File: config.mk
export PLATFORM = sky130hd
export DESIGN_NAME = accel_tap_detector
export DESIGN_NICKNAME = d
export VERILOG_FILES = /design/src/rtl/atd_pkg.sv /design/src/rtl/atd_step.sv /design/src/rtl/accel_tap_detector.sv
export SDC_FILE = /design/constraint.sdc
export NUM_CORES = 1
export LEC_CHECK = 0
export BUFFER_PORTS_ARGS = -buffer_cell sky130_fd_sc_hd__buf_2
export CAP_MARGIN = 20
export CORE_MARGIN = 2
export CORE_UTILIZATION = 50
export DETAILED_ROUTE_END_ITERATION = 10
export MAX_ROUTING_LAYER = met4
export PLACE_DENSITY = 0.68
export SETUP_SLACK_MARGIN = 0.2
export SYNTH_ARGS = -nofsm -noshare
export SYNTH_HDL_FRONTEND = slang
export SYNTH_SLANG_ARGS = --single-unit
File: constraint.sdc
create_clock -name clk -period 9.4 [get_ports clk]
set_input_delay 0.94 -clock clk [delete_from_list [all_inputs] [get_ports clk]]
set_output_delay 0.94 -clock clk [all_outputs]
set_load 0.02 [all_outputs]
File: src/rtl/atd_pkg.sv
// Shared types and constants for the accelerometer tap detector.
`timescale 1ns / 1ps

package atd_pkg;

	// Configuration register indexes.
	typedef enum logic [1:0] {
		REG_START_THRESHOLD = 2'd0,
		REG_QUIET_THRESHOLD = 2'd1,
		REG_GAP_LIMIT       = 2'd2,
		REG_SHORT_LIMIT     = 2'd3
	} reg_idx_t;

	localparam int unsigned CFG_DATA_W = 13;
	localparam int unsigned DIFF_W     = 13;
	localparam int unsigned QCNT_W     = 4;
	localparam int unsigned OUT_LEN_W  = 10;
	localparam int unsigned STRENGTH_W = 6;
	localparam int unsigned IN_TDATA_W = 16;
	localparam int unsigned OUT_TDATA_W = 24;

	localparam logic [DIFF_W-1:0]     START_THRESHOLD_RST = 13'd20;
	localparam logic [DIFF_W-1:0]     QUIET_THRESHOLD_RST = 13'd12;
	localparam logic [QCNT_W-1:0]     GAP_LIMIT_RST       = 4'd5;
	localparam logic [OUT_LEN_W-1:0]  SHORT_LIMIT_RST     = 10'd30;

	// Strength is d / 10 capped at 60; at d >= 610 the cap applies.
	localparam logic [STRENGTH_W-1:0] STRENGTH_CAP    = 6'd60;
	localparam logic [DIFF_W-1:0]     STRENGTH_SAT_D  = 13'd610;
	// floor(x * 205 / 2048) equals x / 10 for every x below 1029.
	localparam logic [7:0]            DIV10_MUL       = 8'd205;
	localparam int unsigned           DIV10_SHIFT     = 11;

	localparam logic [QCNT_W-1:0]     QCNT_MAX        = 4'd15;
	localparam logic [OUT_LEN_W-1:0]  OUT_LEN_MAX     = 10'd1023;

	typedef struct packed {
		logic [DIFF_W-1:0]    start_threshold;
		logic [DIFF_W-1:0]    quiet_threshold;
		logic [QCNT_W-1:0]    gap_limit;
		logic [OUT_LEN_W-1:0] short_limit;
	} cfg_t;

	// Result item; fields are listed from the highest tdata bit down.
	typedef struct packed {
		logic                  short_tap;
		logic [STRENGTH_W-1:0] tap_strength;
		logic [OUT_LEN_W-1:0]  tap_length;
		logic                  tap_done;
		logic                  in_tap;
	} result_t;

endpackage

File: src/rtl/atd_step.sv
// Tap detector state and per-sample update logic.
`timescale 1ns / 1ps

module atd_step
	import atd_pkg::*;
#(
	parameter int LENGTH_BITS = 10
) (
	input  logic                  clk,
	input  logic                  arst_n,
	input  logic                  en,
	input  logic signed [15:0]    sample,
	input  cfg_t                  cfg,
	output result_t               result
);

	localparam int LW = (LENGTH_BITS + 1 > 11) ? LENGTH_BITS + 1 : 11;

	logic signed [15:0]       prev_q;
	logic                     have_prev_q;
	logic                     tapping_q;
	logic [QCNT_W-1:0]        qcnt_q;
	logic [LENGTH_BITS-1:0]   since_q;
	logic [STRENGTH_W-1:0]    strength_q;

	logic signed [16:0]       delta;
	logic [16:0]              abs_delta;
	logic [DIFF_W-1:0]        d;
	logic [17:0]              div_prod;
	logic [STRENGTH_W-1:0]    strength_new;

	logic                     tapping_d;
	logic [QCNT_W-1:0]        qcnt_d;
	logic [QCNT_W-1:0]        qcnt_inc;
	logic [LENGTH_BITS-1:0]   since_d;
	logic [LENGTH_BITS-1:0]   since_inc;
	logic [STRENGTH_W-1:0]    strength_d;
	logic                     done;
	logic [LW-1:0]            total;
	logic [LW-1:0]            qcnt_ext;
	logic [LW-1:0]            vib_len;
	logic [OUT_LEN_W-1:0]     length;

	always_comb begin
		delta     = {sample[15], sample} - {prev_q[15], prev_q};
		abs_delta = delta[16] ? 17'(-delta) : 17'(delta);
		d         = DIFF_W'(abs_delta >> 3);
		div_prod  = 18'(d[9:0]) * 18'(DIV10_MUL);
		strength_new = (d >= STRENGTH_SAT_D) ? STRENGTH_CAP
		                                    : div_prod[DIV10_SHIFT +: STRENGTH_W];
	end

	always_comb begin
		since_inc = (since_q != {LENGTH_BITS{1'b1}}) ? since_q + 1'b1 : since_q;
		qcnt_inc  = (qcnt_q != QCNT_MAX) ? qcnt_q + 1'b1 : qcnt_q;
		total     = LW'(since_inc) + 1'b1;
		qcnt_ext  = LW'(qcnt_inc);
		vib_len   = (total > qcnt_ext) ? total - qcnt_ext : '0;
		length    = (vib_len > LW'(OUT_LEN_MAX)) ? OUT_LEN_MAX : vib_len[OUT_LEN_W-1:0];

		tapping_d  = tapping_q;
		qcnt_d     = qcnt_q;
		since_d    = since_q;
		strength_d = strength_q;
		done       = 1'b0;
		if (have_prev_q) begin
			if (tapping_q) begin
				since_d = since_inc;
				if (d < cfg.quiet_threshold) begin
					qcnt_d = qcnt_inc;
					if (qcnt_inc > cfg.gap_limit) begin
						done      = 1'b1;
						tapping_d = 1'b0;
						qcnt_d    = '0;
					end
				end else begin
					qcnt_d = '0;
				end
			end else if (d >= cfg.start_threshold) begin
				strength_d = strength_new;
				since_d    = '0;
				qcnt_d     = '0;
				tapping_d  = 1'b1;
			end
		end
	end

	always_comb begin
		result.in_tap       = tapping_d;
		result.tap_done     = done;
		result.tap_length   = done ? length : '0;
		result.tap_strength = (tapping_d || done) ? strength_d : '0;
		result.short_tap    = done && (length < cfg.short_limit);
	end

	always_ff @(posedge clk or negedge arst_n) begin
		if (!arst_n) begin
			prev_q      <= '0;
			have_prev_q <= 1'b0;
			tapping_q   <= 1'b0;
			qcnt_q      <= '0;
			since_q     <= '0;
			strength_q  <= '0;
		end else if (en) begin
			prev_q      <= sample;
			have_prev_q <= 1'b1;
			tapping_q   <= tapping_d;
			qcnt_q      <= qcnt_d;
			since_q     <= since_d;
			strength_q  <= strength_d;
		end
	end

endmodule

File: src/rtl/accel_tap_detector.sv
// Top level of the accelerometer tap detector.
//
// Usage:
// Raw z samples enter on the s_axis channel, one item per sample, and every
// sample yields exactly one result item on the m_axis channel. An item is
// taken when tvalid and tready are both high at a rising edge of clk.
// The first item after reset only seeds the previous sample and reports
// no tap.
// A sample sits in the input register until it can advance; it then
// is evaluated against the detector state and lands in the output register.
// Throughput is one item per cycle while the receiver keeps m_tready high.
// The detector state is updated as an item moves from the input register
// to the output register, so consecutive samples see each other's effect.
// When the receiver stalls, the output register holds its item and the
// input register can still take one more; s_tready then drops until the
// output is taken. arst_n clears the state and loads the reset values of
// the configuration registers. Write configuration only while idle.
`timescale 1ns / 1ps

module accel_tap_detector
	import atd_pkg::*;
#(
	parameter int LENGTH_BITS = 10
) (
	input  logic                    clk,
	input  logic                    arst_n,
	input  logic                    s_tvalid,
	output logic                    s_tready,
	input  logic [IN_TDATA_W-1:0]   s_tdata,   // [15:0] sample
	output logic                    m_tvalid,
	input  logic                    m_tready,
	// [0] in_tap, [1] tap_done, [11:2] tap_length, [17:12] tap_strength,
	// [18] short_tap, [23:19] zero
	output logic [OUT_TDATA_W-1:0]  m_tdata,
	input  logic                    cfg_we,
	input  logic [1:0]              cfg_index,
	input  logic [CFG_DATA_W-1:0]   cfg_data
);

	cfg_t               cfg_q;
	logic               valid_s1;
	logic signed [15:0] sample_s1;
	logic               out_valid_q;
	result_t            out_q;
	result_t            result;
	logic               advance;

	always_ff @(posedge clk or negedge arst_n) begin
		if (!arst_n) begin
			cfg_q.start_threshold <= START_THRESHOLD_RST;
			cfg_q.quiet_threshold <= QUIET_THRESHOLD_RST;
			cfg_q.gap_limit       <= GAP_LIMIT_RST;
			cfg_q.short_limit     <= SHORT_LIMIT_RST;
		end else if (cfg_we) begin
			unique case (reg_idx_t'(cfg_index))
				REG_START_THRESHOLD: cfg_q.start_threshold <= cfg_data;
				REG_QUIET_THRESHOLD: cfg_q.quiet_threshold <= cfg_data;
				REG_GAP_LIMIT:       cfg_q.gap_limit       <= cfg_data[QCNT_W-1:0];
				REG_SHORT_LIMIT:     cfg_q.short_limit     <= cfg_data[OUT_LEN_W-1:0];
				default: ;
			endcase
		end
	end

	assign advance  = valid_s1 && (!out_valid_q || m_tready);
	assign s_tready = !valid_s1 || advance;

	always_ff @(posedge clk or negedge arst_n) begin
		if (!arst_n) begin
			valid_s1 <= 1'b0;
		end else if (s_tready) begin
			valid_s1 <= s_tvalid;
		end
	end

	always_ff @(posedge clk) begin
		if (s_tready && s_tvalid) begin
			sample_s1 <= signed'(s_tdata);
		end
	end

	atd_step #(
		.LENGTH_BITS(LENGTH_BITS)
	) u_step (
		.clk    (clk),
		.arst_n (arst_n),
		.en     (advance),
		.sample (sample_s1),
		.cfg    (cfg_q),
		.result (result)
	);

	always_ff @(posedge clk or negedge arst_n) begin
		if (!arst_n) begin
			out_valid_q <= 1'b0;
		end else if (advance) begin
			out_valid_q <= 1'b1;
		end else if (m_tready) begin
			out_valid_q <= 1'b0;
		end
	end

	always_ff @(posedge clk) begin
		if (advance) begin
			out_q <= result;
		end
	end

	assign m_tvalid = out_valid_q;
	assign m_tdata  = {(OUT_TDATA_W - $bits(result_t))'(0), out_q};

endmodule

# == Yosys cells after proc, flatten, opt, wreduce, memory -nomap -nowiden ==
# Cells that the tools add are included.
# totals
regBits,115
in_bits,36
output_inout_bits,26
# classes
add_sub_neg,6
multipliers,1
magnitude_cmp,7
n_eq_ne,5
n_mux,26
n_reduce_logical,16
# op_table
op,count
$mux 10,4
$mux 6,4
$mux 4,5
$mul 10x8->17 const B,1
$sub 16x16->17,1
$mux 16,1
$neg 16->16,1
$ge 13x10->1 const B,1
$ge 13x13->1,1
$lt 13x13->1,1
$add 10x1->11 const B,1
$gt 11x10->1 const B,1
$gt 11x4->1,1
$mux 1,11
$mux 11,1
$sub 11x4->11,1
$add 10x1->10 const B,1
$lt 10x10->1,1
$ne 10x10->1 const B,1
$reduce_and 2->1,4
$add 4x1->4 const B,1
$eq 2x2->1 const B,2
$gt 4x4->1,1
$ne 4x4->1 const B,1
other kinds (7),13

# == Longest topological paths before layout ==
# Gate-level depths: netlist (run 1).
# depth
ltp_word,9
mapped_depth,29
depth_no_buf,28

# == Cells and area by module ==
# Synthesis (run 1) repeated with hierarchy kept, for this count alone.
# hier_totals
cells_unflattened,955
area_unflattened_um2,9252.6
# by_module_without_submodules
mod,n_inst,cells_each,area_each_um2,seq_area_each_um2
atd_step,1,820,6532.5,950.9
accel_tap_detector,1,135,2720.1,2114.5

# == Worst setup path before layout (run 1) ==
# Ideal clock, no wire load.
# synth_timing
path_kind,register to register
from,register u_step.prev_q[0]
to,"register out_q, in the netlist m_tdata[16], data pin"
setup_ns,0.271
arrival_ns,6.513
setup_slack_ns,2.616
path_stages_with_launch,27
cell_sequence,dfrtp_1 > ha_1 > fa_1 > nand2b_1 > a211oi_1 > o21a_1 > a211oi_2 > nor2_1 > a21oi_1 > xnor2_1 > ha_1 > inv_1 > fa_1 > inv_1 > fa_1 > fa_1 > ha_1 > a21o_1 > a21o_1 > a21oi_1 > nand2_1 > a41oi_1 > a21oi_1 > a221o_1 > xor2_1 > a211oi_1 > o22ai_1
# synth_via
elab_chain_cells,8
# synth_lines
item,line_no,rtl
start: declaration,atd_step.sv:19,logic signed [15:0] prev_q;
start signal: assignment,atd_step.sv:105,prev_q <= sample;
$sub 16x16->17 *,atd_step.sv:45,"delta = {sample[15], sample} - {prev_q[15], prev_q};"
$neg 16->16,atd_step.sv:46,abs_delta = delta[16] ? 17'(-delta) : 17'(delta);
$mux 16 *,atd_step.sv:46,
$mul 10x8->17 (tied with other cells),atd_step.sv:48,div_prod = 18'(d[9:0]) * 18'(DIV10_MUL);
$mux 6 (tied with other cells),atd_step.sv:49,strength_new = (d >= STRENGTH_SAT_D) ? STRENGTH_CAP
$mux 6 / $mux 1 (equally long branches),"atd_step.sv:79, atd_step.sv:67",
$mux 6 / $mux 1 (equally long branches),"atd_step.sv:67, atd_step.sv:66",
$mux 6 / $logic_or 1x1->1 (equally long branches),"atd_step.sv:66, atd_step.sv:92",
end signal: assignment,accel_tap_detector.sv:105,out_q <= result;
end: declaration,accel_tap_detector.sv:44,result_t out_q;
# Every way passes the cells marked *; elsewhere a longest branch is shown, timed or not.
# A chain may end at the register's enable or synchronous reset.

# == Worst setup path after layout (run 1) ==
# Ends and elaborated chain as after synthesis.

==> results.cfg, run 1 <==
[logic_synthesis]
synth.distinct_cells = 78
ys_seq_area_share_pct = 33.7
synth_cells = 955
ys_warn_count = 0
synth.cell_area_sq_mm = 0.00909
synth_ff_type = dfrtp_1
syn_avg_cell_area_sq_um = 9.52
async_flop_share_pct = 69.6
synth_edf_count = 35
ys_ff_latch = 115

[clocking]
postCtsHoldBufs = 0
htreeDepth = 4
ctsResizeCount = 0
clock_latency_ps = 430
cts_tree = built
cts_made_buffers = 17
clkTransAtPathRegs_ps = 60
clock-sinks = 115
cts_setup_buffers = 0
cts_root_buf = clkbuf_16
clk_path_buf_depth = 2

[floorplan]
ioPinCount = 62
die_area_sq_mm = 0.0193
die_w_um = 139
initial_core_util_pct = 50.8
core.rowCount = 49
dieHeight_um = 139
core_sq_mm = 0.0179

[status]
status = completed

[global_route]
antenna_found_initial = 0
grt_overflow = 0
grt_usage_pct = 22.2
grt_pass1_vias = 6845
grt_pass1_wl_um = 33400
grt_max_degree = 60

[routing]
drt-total-wl_um = 20300
drtIter0Drc = 325
via_count = 7083
post_drt_wl_per_cell_um = 16.3
drc = 0
ant_nets = 0
viasPerCell = 5.68
firstDrtPassIters = 5

[placement]
hpwlAfterDp_um = 15700
portBuffers = 56
place_congestion = 0.912

[job]
max_cap_violations = 0

[critical_path]
path_class = reg2reg
critPathMaxStageDelay_ps = 560
cp-end-kind = flip-flop
worstPathMaxFanout = 10
required_ps = 9560
crit_path_start_kind = flip-flop
cp.arrival_ps = 7750
slowest_stage = a211oi_1
cp_common_cell = fa_1

[final_layout]
area_growth_syn_to_layout_pct = 11.8
n_antenna_cell = 0
fillerInstances = 1602
drive_above_1_share_pct = 15.2
fin_nets = 1168

[sta]
drv_slew = 0
setup_viol = 0
hold_viol_final = 0
fin_crit_sh_pct = 80.7
setup_tns_ps = 0
maxSlewHeadroom_pct = 28.3
rsz0062_at_grt = false
worst-slew-pin-transition_ps = 1070
period_minus_slack_ps = 7590
skew_ps = 7.87
max_freq_ghz = 0.132

[worst_hold_path]
hp-class = in2async
layer usage:
layer  global-route usage, %  wire (um)  vias up  share of wire, %
met4                    7.34        443        0               2.2
met1                    27.2       9160     3368                45
met2                    36.7       9930      161                49
li1                        -          -     3520                 -
met5                       -          0        -                 0
met3                    4.73        765       34               3.8
Yosys cell counts, drive strengths merged, types with 3 or more instances:
library cell | instances | area share, %
dfrtp | 70 | 19
a41oi | 4 | 0.39
a2bb2oi | 4 | 0.39
buf | 18 | 1.1
nor3 | 16 | 0.94
a211o | 5 | 0.48
o2bb2ai | 5 | 0.48
nand2 | 65 | 2.7
mux2 | 32 | 4.0
xnor2 | 31 | 3.0
or3 | 12 | 0.88
nor2b | 9 | 0.62
and3 | 8 | 0.55
o211ai | 5 | 0.41
o31ai | 3 | 0.25
nor4 | 4 | 0.34
o21a | 7 | 0.58
or2 | 4 | 0.28
or4 | 3 | 0.25
and2 | 11 | 0.76
edfxtp | 35 | 12
ha | 107 | 15
nand3 | 26 | 1.5
nand2b | 12 | 0.83
a31oi | 10 | 0.69
dfstp | 10 | 2.9
a21oi | 48 | 2.8
a21o | 21 | 1.7
a32o | 4 | 0.44
xor2 | 16 | 1.5
clkbuf | 13 | 0.54
a21boi | 3 | 0.25
nand4 | 13 | 0.89
o21ai | 64 | 3.5
and4 | 7 | 0.67
fa | 19 | 4.2
nand3b | 9 | 0.74
nor2 | 39 | 1.6
nor4b | 3 | 0.36
a2111oi | 4 | 0.59
inv | 120 | 5.0
a211oi | 16 | 1.4
mux2i | 7 | 0.77
final cells by class:
type	count	area [sq um]	area share, %
Sequential cell	115	3070	30.1
Tap cell	229	287	2.82
Timing Repair Buffer	59	305	3.00
Multi-Input combinational cell	693	5450	53.6
Clock buffer	22	518	5.09
Clock inverter	10	90.1	0.886
Inverter	120	450	4.43
logic make-up after synthesis:
group / after synthesis / synth area share (%)
AND/OR/NAND/NOR: 246 / 14.5
AO/OA/AOI/OAI: 230 / 17.0
buffers and inverters: 151 / 6.59
adder cells (fa/ha/maj): 126 / 18.9
flip-flops: 115 / 33.7
XOR/XNOR: 47 / 4.53
multiplexers: 39 / 4.73
other: 1 / 0.0412
metrics by stage:
stage	hold WS [ps]	setup slack (ps)	utilization, %	cells	cell area, sq um
6_report	416	1810	56.8	1248	10200
5_1_grt	425	1180	56.8	1248	10200
4_1_cts	422	1790	56.8	1248	10200
3_5_place_dp	484	1810	53.4	1216	9560
3_3_place_gp	466	1980	53.4	1216	9560
2_1_floorplan	454	2620	-	959	9110
flip-flops by register name (all words and copies together), names as in the netlist:
signal              cells
cfg_q                  40
m_tdata                19
sample_s1              16
u_step.prev_q          16
u_step.since_q         10
u_step.strength_q       6
u_step.qcnt_q           4
m_tvalid                1
u_step.have_prev_q      1
u_step.tapping_q        1
valid_s1                1
cell usage in the layout, fill, tap and decap left out, types with 7 or more instances in the layout:
master,n
fa_1,19
o21a_1,7
mux2i_1,7
inv_1,119
dfrtp_1,70
nor2_1,39
nor2b_1,9
nand2_1,64
or3_1,11
o21ai_0,59
mux2_2,32
nand3_1,25
and3_1,8
a31oi_1,10
nand2b_1,12
a21oi_1,45
nor3_1,15
clkbuf_16,20
and4_1,7
edfxtp_1,35
a211oi_1,15
xnor2_1,31
and2_1,11
xor2_1,16
ha_1,107
buf_2,55
nand4_1,13
a21o_1,21
nand3b_1,9
dfstp_2,10
critical path, delay by kind of cell (launching register included):
family,cells,cell delay [ps]
fa+ha+maj,7,2700
compound gates,12,2680
simple gates,3,760
xor+xnor,2,660
flops,1,380
buf+inv,2,120
path summary, 6_finish.rpt:
kind | cells after the start | to | slack, ps | from
setup / recovery | 26 | m_tdata[16]$_SDFFCE_PN0P_ | 1810 | u_step.prev_q[0]$_DFFE_PN0P_
hold / removal | 1 | u_step.prev_q[4]$_DFFE_PN0P_ | 420 | arst_n
setup reg to reg | 26 | m_tdata[16]$_SDFFCE_PN0P_ | 1810 | u_step.prev_q[0]$_DFFE_PN0P_
hold reg to reg | 1 | m_tvalid$_DFFE_PN0P_ | 480 | valid_s1$_DFFE_PN0N_
max in group asynchronous | 2 | cfg_q[7]$_DFFE_PN0P_ | 7940 | arst_n
min in group clk | 1 | m_tvalid$_DFFE_PN0P_ | 480 | valid_s1$_DFFE_PN0N_
Power of run 1 is not shown: default switching activity piles up to over one toggle a cycle in this logic, so the estimate is an artifact.
==> run 2: changes to the inputs <==
Clock period 9.4 ns to 7.9 ns, I/O delays scaled along.
==> run 2 against run 1 <==
Against the previous run:
- die area stayed put
- critical path depth is 2 higher
- sequential share of layout area is 0.27 points lower
- cell count is 0.56% higher
- global-route usage is 0.24 points higher
- worst setup slack worse by 1100 ps
- non-clock buffer count is 7 higher
- via count is 0.69% lower
- clock-buffer cell count is 3 higher
- maximum frequency is 6.1% higher
- core utilization is 0.51 points higher
- first-iteration DRC count is 42% higher
- highest routed layer unchanged
==> results.cfg, run 2 (synthesis results as in run 1) <==
[routing]
drtIter0Drc = 460
viasPerCell = 5.60
via_count = 7034
drc = 0
post_drt_wl_per_cell_um = 16.1
drt-total-wl_um = 20200
ant_nets = 0
firstDrtPassIters = 5

[critical_path]
required_ps = 8050
worstPathMaxFanout = 6
crit_path_start_kind = flip-flop
path_class = reg2reg
r2r_cells = 28
cp.arrival_ps = 7300
cp-end-kind = flip-flop
slowest_stage = fa_1
critPathMaxStageDelay_ps = 540

[clocking]
clk_path_buf_depth = 2
clkTransAtPathRegs_ps = 60
cts_made_buffers = 17
postCtsHoldBufs = 0
clock-sinks = 115
cts_root_buf = clkbuf_16
clock_latency_ps = 430
cts_tree = built
htreeDepth = 4

[floorplan]
ioPinCount = 62
core.rowCount = 49
core_sq_mm = 0.0179
die_area_sq_mm = 0.0193
die_w_um = 139
dieHeight_um = 139
initial_core_util_pct = 50.8

[final_layout]
area_growth_syn_to_layout_pct = 12.9
fin_nets = 1175
final_cell_mix = inv_1, ha_1, dfrtp_1
n_antenna_cell = 0
post-route-util_pct = 57.3
top_register = cfg_q
largest_reg_flops = 40
drive_above_1_share_pct = 15.8
final_common_cell = inv_1

[sta]
hold_viol_final = 0
rsz0062_at_grt = false
worst-slew-pin-transition_ps = 985
fin_ws_ps = 753
setup_tns_ps = 0
skew_ps = 10.0
fin_crit_sh_pct = 90.5
period_minus_slack_ps = 7150
setup_viol = 0
drv_slew = 0
max_freq_ghz = 0.140
maxSlewHeadroom_pct = 34.2

[placement]
portBuffers = 56
hpwlAfterDp_um = 15600
place_congestion = 0.976
post-place-ws_ps = 785

[job]
max_cap_violations = 0

[global_route]
grt_overflow = 0
grt_usage_pct = 22.4
antenna_found_initial = 0
grt_pass1_wl_um = 34000
grt_max_degree = 60
grt_pass1_vias = 6978

[worst_hold_path]
hp-class = in2async

[status]
status = completed
==> run 2: cell types whose count changed in the layout (fill, tap and decap cells not counted), moves of 2 or more <==
cell | before | now
buf_4 | 4 | 11
clkinvlp_4 | 3 | 0
clkbuf_16 | 20 | 22
clkinv_2 | 2 | 0
==> run 2: what timing repair did <==
item,CTS,global route
setup buffers,0,0
gates resized for setup,0,2
hold endpoints to repair,0,0
setup endpoints to repair,0,1
==> run 2: layout make-up <==
| type | count | area (sq um) |
|---|---|---|
| clock buffers | 25 | 572 |
| clock inverters | 7 | 72.6 |
| fillers | 1573 | 7640 |
| inverters | 120 | 450 |
| multi-input cells | 693 | 5460 |
| flip-flops and latches | 115 | 3070 |
| well taps | 229 | 287 |
| repair buffers | 66 | 358 |
==> run 2: layer usage <==
layer	vias up	routed length (um)	track usage (%)
met3	17	616	3.94
met4	0	276	6.06
met1	3350	9290	28.1
met5	-	0	-
met2	134	10000	37.7
li1	3533	-	-
==> run 2: per-stage QoR <==
step | hold WS [ps] | area (sq um) | cells
global placement | 465 | 9610 | 1223
global route | 344 | 10300 | 1255
floorplan | 454 | 9110 | 959
detailed placement | 484 | 9610 | 1223
CTS | 332 | 10300 | 1255
finish | 314 | 10300 | 1255
==> run 2: worst paths after layout <==
path                                              start                            to  slack, ps
min in group clk                   valid_s1$_DFFE_PN0N_          m_tvalid$_DFFE_PN0P_        480
min reg2reg                        valid_s1$_DFFE_PN0N_          m_tvalid$_DFFE_PN0P_        480
max reg2reg                u_step.prev_q[0]$_DFFE_PN0P_     m_tdata[16]$_SDFFCE_PN0P_        750
max                        u_step.prev_q[0]$_DFFE_PN0P_     m_tdata[16]$_SDFFCE_PN0P_        750
min                                              arst_n  u_step.prev_q[4]$_DFFE_PN0P_        310
max in group asynchronous                        arst_n         cfg_q[23]$_DFFE_PN0P_       6590
==> run 2: critical path, delay by kind of cell (launching register included) <==
family                     cells  cell delay (ps)
adders and majority gates      7             2830
AOI/OAI and AO/OA             10             1960
and+or+nand+nor                4              800
xor gates and xnor gates       2              490
DFF                            1              380
buffers and inverters          5              380
Power of run 2 is left out for the same reason.
==> run 3: changes to the inputs <==
Settings changed: ABC_AREA from default to 1, CORE_UTILIZATION 50 to 62, GPL_TIMING_DRIVEN from default to 1, PLACE_DENSITY 0.68 to 0.81.
==> run 3 against run 2 <==
Against the previous run:
- wire length rose by 5.7%
- global-route usage up 6.0 points
- register-to-register slack improved by 670 ps
- sequential share of layout area down 0.69 points
- non-clock buffer count decreased by 9
- via count increased by 16%
- cell area increased by 2.4%
- maximum frequency grew 10%
- worst setup slack improved by 670 ps
- clock-buffer cell count fell by 6
==> results.cfg, run 3 <==
[final_layout]
drive_above_1_share_pct = 12.1
n_antenna_cell = 0
design_area_sq_mm = 0.0105
fin_nets = 1484
fillerInstances = 1226
top_register = cfg_q
final_common_cell = nand2_1
post-route-util_pct = 69.6
area_growth_syn_to_layout_pct = 10.3
final_cell_mix = nand2_1, inv_1, ha_1
largest_reg_flops = 40
fin_cells = 1523

[floorplan]
die_w_um = 128
dieHeight_um = 128
core.rowCount = 45
die_area_sq_mm = 0.0164
core_sq_mm = 0.0151
ioPinCount = 62
initial_core_util_pct = 63.1

[critical_path]
r2r_cells = 30
cp_common_cell = nand2_1
cp-end-kind = flip-flop
slowest_stage = xnor2_1
crit_cells = 30
cp_num_buf_inv = 5
path_class = reg2reg
worstPathMaxFanout = 14
required_ps = 8070
crit_family = adder cells
cp.arrival_ps = 6650
critPathMaxStageDelay_ps = 540
crit_path_start_kind = flip-flop

[clocking]
cts_root_buf = clkbuf_16
clkTransAtPathRegs_ps = 60
ctsResizeCount = 0
clock-sinks = 115
postCtsHoldBufs = 0
cts_setup_buffers = 0
cts_tree = built
clock_latency_ps = 430
clk_path_buf_depth = 2
htreeDepth = 4
cts_made_buffers = 17

[global_route]
grt_max_degree = 62
grt_pass1_wl_um = 36200
grt_overflow = 0
grt_pass1_vias = 7773
antenna_found_initial = 0
grt_usage_pct = 28.5

[sta]
max_freq_ghz = 0.154
rsz0062_at_grt = false
period_minus_slack_ps = 6480
setup_viol = 0
worst-slew-pin-transition_ps = 1040
setup_tns_ps = 0
fin_crit_sh_pct = 82.0
skew_ps = 9.89
maxSlewHeadroom_pct = 30.5
drv_slew = 0
hold_viol_final = 0

[logic_synthesis]
synth_top_area_share_pct = 18.4
ys_ff_latch = 115
async_flop_share_pct = 69.6
yosysMostFrequentCell = nand2_1
ys_seq_area_share_pct = 32.2
ys_warn_count = 0
synth.area.top_cells = dfrtp_1, ha_1, nand2_1
synth_cells = 1265
syn_avg_cell_area_sq_um = 7.53
synth_ff_type = dfrtp_1
synth.cell_area_sq_mm = 0.00952
synth.distinct_cells = 52
yosys-top-cells-count = nand2_1, inv_1, ha_1
synth_edf_count = 35
yosysTopAreaCell = dfrtp_1

[routing]
firstDrtPassIters = 5
viasPerCell = 5.35
drc = 0
via_count = 8146
drtIter0Drc = 569
drt-total-wl_um = 21300
post_drt_wl_per_cell_um = 14.0
ant_nets = 0

[placement]
place_congestion = 0.944
dp.cells = 1491
placed_cell_area_sq_mm = 0.00993
portBuffers = 56
hpwlAfterDp_um = 16300

[job]
max_cap_violations = 0

[worst_hold_path]
hp-class = in2async

[status]
status = completed
[run 3: cell count changes after synthesis, moves of 24 or more]
cell,delta
inv_1,+122
xnor2_1,-24
nand3_1,+45
mux2_2,-32
nor2_1,+33
nand2_1,+283
[run 3: path summary, 6_finish.rpt]
check                                                      start                               end  slack [ps]
worst max register to register            sample_s1[0]$_DFFE_PP_         m_tdata[17]$_SDFFCE_PN0P_        1420
worst min register to register  u_step.strength_q[2]$_DFFE_PN0P_  u_step.strength_q[2]$_DFFE_PN0P_         480
max in group asynchronous                                 arst_n      u_step.prev_q[5]$_DFFE_PN0P_        6560
min in group clk                u_step.strength_q[2]$_DFFE_PN0P_  u_step.strength_q[2]$_DFFE_PN0P_         480
worst max-delay path                      sample_s1[0]$_DFFE_PP_         m_tdata[17]$_SDFFCE_PN0P_        1420
worst min-delay path                                      arst_n     u_step.since_q[9]$_DFFE_PN0P_         250
[run 3: worst reg2reg max path, delay by kind of cell (launching register included)]
kind | cells | cell delay (ps)
xor gates and xnor gates | 1 | 540
buffers and inverters | 5 | 520
and+or+nand+nor | 15 | 1540
adders and majority gates | 7 | 2820
DFF | 1 | 320
AOI/OAI and AO/OA | 2 | 480
[run 3: logic make-up after synthesis]
kind of cell / after synthesis / share of synthesized area [%]
AND/OR/NAND/NOR: 571 / 26.9
buffers and inverters: 272 / 11.2
AO/OA/AOI/OAI: 153 / 9.13
adder cells (fa/ha/maj): 126 / 18.1
flip-flops: 115 / 32.2
XOR/XNOR: 27 / 2.48
other: 1 / 0.0394
[run 3: stage by stage]
| stage | hold WS [ps] | worst slack (ps) |
|---|---|---|
| 2_1_floorplan | 449 | 2210 |
| 3_3_place_gp | 464 | 1720 |
| 3_5_place_dp | 470 | 1530 |
| 4_1_cts | 252 | 1460 |
| 5_1_grt | 267 | 881 |
| 6_report | 248 | 1420 |
[run 3: cell type report]
cell class	instances	area (sq um)	area share [%]
Tap cell	188	235	2.24
Inverter	249	935	8.90
Timing Repair Buffer	57	290	2.76
Sequential cell	115	3070	29.2
Clock inverter	13	106	1.01
Multi-Input combinational cell	882	5410	51.5
Clock buffer	19	464	4.42
[run 3: metal layers]
layer,wire length (um),track usage [%],vias up
met1,9720,36.5,3806
met2,10400,47.4,191
li1,-,-,4120
met4,318,8.66,0
met3,892,3.71,29
met5,0,-,-
Power of run 3 is left out for the same reason.
